<file path="config.mk">
export PLATFORM = sky130hd
export DESIGN_NAME = rlfe_div
export DESIGN_NICKNAME = d
export VERILOG_FILES = /design/src/assert_macros.svh /design/src/rlfe_pkg.sv /design/src/rlfe_div.sv
export SDC_FILE = /design/constraint.sdc
export NUM_CORES = 1
export LEC_CHECK = 0
export ABC_AREA = 1
export ABC_CLOCK_PERIOD_IN_PS = 3900
export CORE_MARGIN = 3
export CORE_UTILIZATION = 30
export DETAILED_ROUTE_END_ITERATION = 7
export DONT_BUFFER_PORTS = 1
export GPL_TIMING_DRIVEN = 0
export PLACE_DENSITY_LB_ADDON = 0.08
export REMOVE_ABC_BUFFERS = 1
export SLEW_MARGIN = 40
export SYNTH_ARGS = -nofsm -noshare
export SYNTH_HDL_FRONTEND = slang
export SYNTH_SLANG_ARGS = --single-unit
</file>
<file path="constraint.sdc">
create_clock -name clock -period 3.9 [get_ports clock]
set_input_delay 0.195 -clock clock [delete_from_list [all_inputs] [get_ports clock]]
set_output_delay 0.195 -clock clock [all_outputs]
set_load 0.02 [all_outputs]
</file>
<file path="src/assert_macros.svh">
// Assertion macros for the fade engine.
`ifndef ASSERT_MACROS_SVH
`define ASSERT_MACROS_SVH
`ifndef SYNTHESIS
`define AST_IMP(lbl, clk, rst, ante, cons) \
   lbl: assert property (@(posedge clk) disable iff (rst) (ante) |-> (cons)) \
      else $error("assertion failed");
`define AST_NXT(lbl, clk, rst, ante, cons) \
   lbl: assert property (@(posedge clk) disable iff (rst) (ante) |=> (cons)) \
      else $error("assertion failed");
`else
`define AST_IMP(lbl, clk, rst, ante, cons)
`define AST_NXT(lbl, clk, rst, ante, cons)
`endif
`endif

</file>
<file path="src/rlfe_pkg.sv">
// Shared types, constants and helpers of the LED fade engine.
`default_nettype none
package rlfe_pkg;
   localparam int NUM_LEDS_DEF = 32;
   localparam int MAX_EMIT     = 32;
   localparam int DIV_NUM_W    = 24;
   localparam int DIV_DEN_W    = 16;
   localparam int DIV_CNT_W    = 5;
   localparam logic [DIV_NUM_W-1:0] FADE_NUM = DIV_NUM_W'(4095);
   localparam logic OP_SET  = 1'b0;
   localparam logic OP_TICK = 1'b1;

   typedef struct packed {
      logic [23:0] cur;
      logic [23:0] tgt;
      logic [15:0] dur;
      logic [15:0] el;
   } fade_entry_type;

   // x / 255 for x <= 65279, exact via reciprocal
   function automatic logic [7:0] div255(input logic [15:0] x);
      logic [32:0] p;
      p = {17'd0, x} * 33'd32897;
      return p[30:23];
   endfunction
endpackage
`default_nettype wire

</file>
<file path="src/rlfe_div.sv">
// Radix-2 restoring divider, one quotient bit per cycle.
`default_nettype none
module rlfe_div (
   input  wire logic                           clock,
   input  wire logic                           reset,
   input  wire logic                           start,
   input  wire logic [rlfe_pkg::DIV_NUM_W-1:0] num,
   input  wire logic [rlfe_pkg::DIV_DEN_W-1:0] den,
   output logic                                busy,
   output logic                                done,
   output logic [rlfe_pkg::DIV_NUM_W-1:0]      quot
);
   import rlfe_pkg::*;

   logic [DIV_DEN_W-1:0] rem_ff, rem_in;
   logic [DIV_NUM_W-1:0] quo_ff, quo_in;
   logic [DIV_DEN_W-1:0] den_ff, den_in;
   logic [DIV_CNT_W-1:0] cnt_ff, cnt_in;
   logic                 busy_ff, busy_in;
   logic                 done_ff, done_in;
   logic [DIV_DEN_W:0]   trial;

   always_comb begin
      rem_in  = rem_ff;
      quo_in  = quo_ff;
      den_in  = den_ff;
      cnt_in  = cnt_ff;
      busy_in = busy_ff;
      done_in = 1'b0;
      trial   = {rem_ff, quo_ff[DIV_NUM_W-1]};
      if (start) begin
         rem_in  = '0;
         quo_in  = num;
         den_in  = den;
         cnt_in  = DIV_CNT_W'(DIV_NUM_W - 1);
         busy_in = 1'b1;
      end else if (busy_ff) begin
         if (trial >= {1'b0, den_ff}) begin
            rem_in = DIV_DEN_W'(trial - {1'b0, den_ff});
            quo_in = {quo_ff[DIV_NUM_W-2:0], 1'b1};
         end else begin
            rem_in = trial[DIV_DEN_W-1:0];
            quo_in = {quo_ff[DIV_NUM_W-2:0], 1'b0};
         end
         cnt_in = cnt_ff - 1'b1;
         if (cnt_ff == '0) begin
            busy_in = 1'b0;
            done_in = 1'b1;
         end
      end
   end

   always_ff @(posedge clock) begin
      if (reset) begin
         busy_ff <= 1'b0;
         done_ff <= 1'b0;
      end else begin
         busy_ff <= busy_in;
         done_ff <= done_in;
      end
      rem_ff <= rem_in;
      quo_ff <= quo_in;
      den_ff <= den_in;
      cnt_ff <= cnt_in;
   end

   assign busy = busy_ff;
   assign done = done_ff;
   assign quot = quo_ff;
endmodule
`default_nettype wire

</file>
* Yosys cells after proc, flatten, opt, wreduce, memory -nomap -nowiden
Index checks and enable logic that the tools add are counted.
** Word-level totals
- Register bits after elaboration :: 63
- Bits of input ports :: 43
- Output and inout port bits :: 26
- Logic and storage cells :: 21
** Cells by class
- Add/sub/neg operators :: 2
- Order comparisons :: 1
- Muxes and demuxes :: 8
- Bitwise logic cells :: 1
- Reductions and logical operators :: 3
** Operators with widths (number)
- two-way mux 24 bit :: 2
- greater-or-equal comparator 17 x 16 -> 1 bit :: 1
- two-way mux 16 bit :: 1
- subtractor 16 bit :: 1
- zero test 5 bit :: 1
- two-way mux 1 bit :: 5
- subtractor 5 x 1 -> 5 bit (second input constant) :: 1
- OR reduction 3 bit :: 1
- nonzero test 2 bit :: 1
- inverter 1 bit :: 1

* Logic depth before layout (Yosys ltp)
- Word-level depth :: 4
- Gate-level depth with buffers :: 15

* Worst setup path before layout
No wires, ideal clock.
- Path type :: reg2reg
- From :: reg quo_ff[23] (netlist: quot[23])
- To :: reg rem_ff[12]
- Library setup time :: 0.113 ns
- Arrival time :: 1.774 ns
- Path slack :: 2.013 ns
- Cell stages (with the launch flop) :: 12
- Period minus slack after synthesis :: 1.887 ns
- Cell sequence :: edfxtp_1 -> inv_1 -> ha_1 -> fa_1 -> o21bai_1 -> nand2_1 -> nand3_1 -> nand2_1 -> nand2_1 -> nand2_1 -> nand3_1 -> nand2_1
** Between the ends
- Word-level cells in the longest chain between the ends :: 2
- Elaborated cells on any way between the ends :: 3
- Classes of those cells :: add/sub: 1; order compare: 1; mux: 1
** RTL lines
- start: declaration :: line rlfe_div.sv:16 : logic [DIV_NUM_W-1:0] quo_ff, quo_in;
- start signal: assignment :: line rlfe_div.sv:62 : quo_ff <= quo_in;
- subtractor 16 bit or greater-or-equal comparator 17 x 16 -> 1 bit (tied branches) :: line rlfe_div.sv:39, rlfe_div.sv:38
- two-way mux 16 bit (*) :: line rlfe_div.sv:38 : if (trial >= {1'b0, den_ff}) begin
- end signal: assignment :: line rlfe_div.sv:61 : rem_ff <= rem_in;
- end: declaration :: line rlfe_div.sv:15 : logic [DIV_DEN_W-1:0] rem_ff, rem_in;
Every way passes the cells marked *; elsewhere a longest branch is shown, timed or not.
A chain may end at the register's enable or synchronous reset.

* Worst setup path after layout
Same ends and word-level chain as after synthesis.

==> impl_metrics.tcl <==
set metrics [dict create \
    fmaxAchievable_mhz 437.3 \
    start_util_pct 31.07 \
    setup_viol 0 \
    fillCellCount 1296 \
    crit_required_ns 4.13 \
    crit_path_end_kind "flop" \
    dr.pass1.iters 4 \
    r2r-start "quot[23]" \
    die_area_um2 13980 \
    place_hpwl_um 6194 \
    critPathBufInv 1 \
    power_mw 1.747 \
    cts_buffers 9 \
    wl_met1_um 4392 \
    gp_congestion 0.7997 \
    cts_tree "built" \
    drv_cap 0 \
    grt_pass1_vias 3055 \
    netlist.area_leader.share_pct 31.79 \
    critPathKind "flop to flop" \
    crit_fanout 3 \
    hold_path.class "primary input to flop" \
    synth_area_per_cell_um2 7.889 \
    cts_sinks 63 \
    synth_top_area_cell "edfxtp_1" \
    path_cells "inv_1 -> ha_1 -> fa_1 -> o21bai_1 -> nand2_1 -> nand3_1 -> nand2_1 -> nand2_1 -> nand2_1 -> nand3_1 -> nand2_1" \
    synth_edf_count 40 \
    synth_area_um2 3779 \
    rsz0062_at_grt "false" \
    register_area_um2 1662 \
    syn_to_final_growth_pct 15.50 \
    yosysWarningCount 0 \
    final_area_um2 4364 \
    io_pins 69 \
    design.core.area_um2 12160 \
    cts-root-buf "clkbuf_16" \
    period_minus_slack_ns 2.287 \
    vias_per_cell 4.466 \
    wl_um 9264 \
    multi_input_area_um2 1759 \
    async_reset_ff_share_pct 0 \
    synth_cell_types 38 \
    min-delay-start "reset" \
    cts_max_level 3 \
    hold_viol_final 0 \
    ys_seq_elements 63 \
    globalRouteTotalUtil_pct 14.07 \
    cts.clk_slew.worst_paths_ns 0.05 \
    core.rowCount 40 \
    grt.overflow.total 0 \
    final.setup.tns_ns 0 \
    synth_ff_type "edfxtp_1" \
    grt_max_degree 30 \
    leakage_nw 2.156 \
    final_nets 559 \
    insertion_delay_ns 0.34 \
    antenna_found_initial 0 \
    postCtsSetupBuffers 0 \
    peakVddDrop_uv 200.6 \
    tightest_slew_ns 0.5610 \
    cts_buffer_depth 2 \
    die_w_um 118.2 \
    vias 2997 \
    place_area_um2 3892 \
    synth_common_cells "nand2_1 (195), inv_1 (60), edfxtp_1 (40)" \
    cpLargestDelayFamily "adder cells" \
    synth.most_common_cell "nand2_1" \
    slew_headroom_pct 62.51 \
    critPathMaxStageDelay_ns 0.50 \
    fin_crit_sh_pct 58.64 \
    highest_layer "met4" \
    ant_nets 0 \
    p_per_area_nw_per_um2 400.3 \
    grt_pass1_wl_um 15610 \
    worst_path_most_repeated_cell "nand2_1" \
    synth_seq_area_share_pct 43.97 \
    dr_wl_met3_um 597 \
    drt-wirelength-per-cell_um 13.81 \
    maxSlewViolCount 0 \
    antenna_cells 0 \
    port_buffers 0 \
    startpoint "quot[23]" \
    synth_area_leaders "edfxtp_1 (32%), nand2_1 (19%), dfxtp_1 (12%)" \
    skew_ns 0.008986 \
    drive_above_1_share_pct 11.33 \
    status "finished clean" \
    cp_data_arrival_time_ns 2.52 \
    dr_wl_met2_um 4170 \
    startpoint_type "flop" \
    die_height_um 118.2 \
    drtIter0Drc 175 \
    slowest_stage "edfxtp_1" \
    synthCells 479 \
    drc 0 \
]
[metal layers]
layer	vias to the layer above	global-route usage [%]
met5	-	0
met4	0	3.810
met3	7	5.598
met2	70	22.01
met1	1371	18.06
li1	1549	-
[repair_timing]
| action | in CTS | in global routing |
|---|---|---|
| gates resized for setup | 0 | 0 |
| hold endpoints to repair | 37 | 0 |
| setup endpoints to repair | 0 | 0 |
| hold buffers | 20 | 0 |
[power by group]
part / switching (mW) / internal (mW)
clock: 0.310 / 0.446
combinational: 0.107 / 0.0624
sequential: 0.0587 / 0.763
total: 0.476 / 1.27
[final cells by class]
type,count,area share (%)
well taps,168,4.817
inverters,69,5.992
repair buffers,20,4.472
flip-flops and latches,63,38.07
clock inverters,5,0.7741
clock buffers,11,5.562
multi-input cells,335,40.31
[cells in the final DEF, fill, tap and decap left out, types with 2 or more instances in the layout]
cell,netlist,layout
nand3b_1,17,17
nor2_4,1,3
nor4_1,2,2
nand3_2,3,3
dfxtp_1,23,23
nand3_1,26,26
dlygate4sd3_1,0,19
clkbuf_16,0,9
inv_2,8,9
ha_1,17,17
nand2_4,3,3
edfxtp_1,40,40
inv_1,60,59
nand2_1,195,195
clkinv_2,0,2
nor2_1,13,13
nand2_2,15,15
nor3_1,5,5
clkinvlp_4,0,2
xnor2_1,5,5
o21ai_0,3,3
nand4_1,4,4
a21oi_1,12,12
[worst reg2reg max path, delay by kind of cell, from the launching register on]
family          cells  cell delay, ns
fa+ha+maj           2            0.69
simple gates        7            0.53
flops               1            0.50
compound gates      1            0.35
buf+inv             1            0.12
[state kept, by name (all words and copies together) (netlist names)]
register,flops
den_ff,16
done,1
busy,1
rem_ff,16
quot,24
cnt_ff,5
[path summary, 6_finish.rpt]
check,to,slack [ns],cells after the start
setup / recovery,rem_ff[12],1.61,11
hold / removal,busy,0.02,3
setup reg to reg,rem_ff[12],1.61,11
hold reg to reg,rem_ff[1],0.47,2
[through the flow]
stage                     std cells  util (%)  hold slack (ns)  setup slack, ns
after detailed placement        635     32.01           0.2760            1.588
after floorplan                 467         -           0.2720            2.009
after global routing            671     35.88          0.02635            1.460
after global placement          635     31.92           0.2748            1.463
final                           671     35.88          0.02342            1.613
after CTS                       671     35.93          0.01112            1.571
[cells by family after synthesis]
| family | synth area share, % |
|---|---|
| AO/OA/AOI/OAI | 3.014 |
| XOR/XNOR | 1.391 |
| adder cells (fa/ha/maj) | 6.159 |
| buffers and inverters | 9.735 |
| flip-flops | 43.97 |
| AND/OR/NAND/NOR | 35.73 |
No activity file was read; power rests on OpenSTA's default activity.
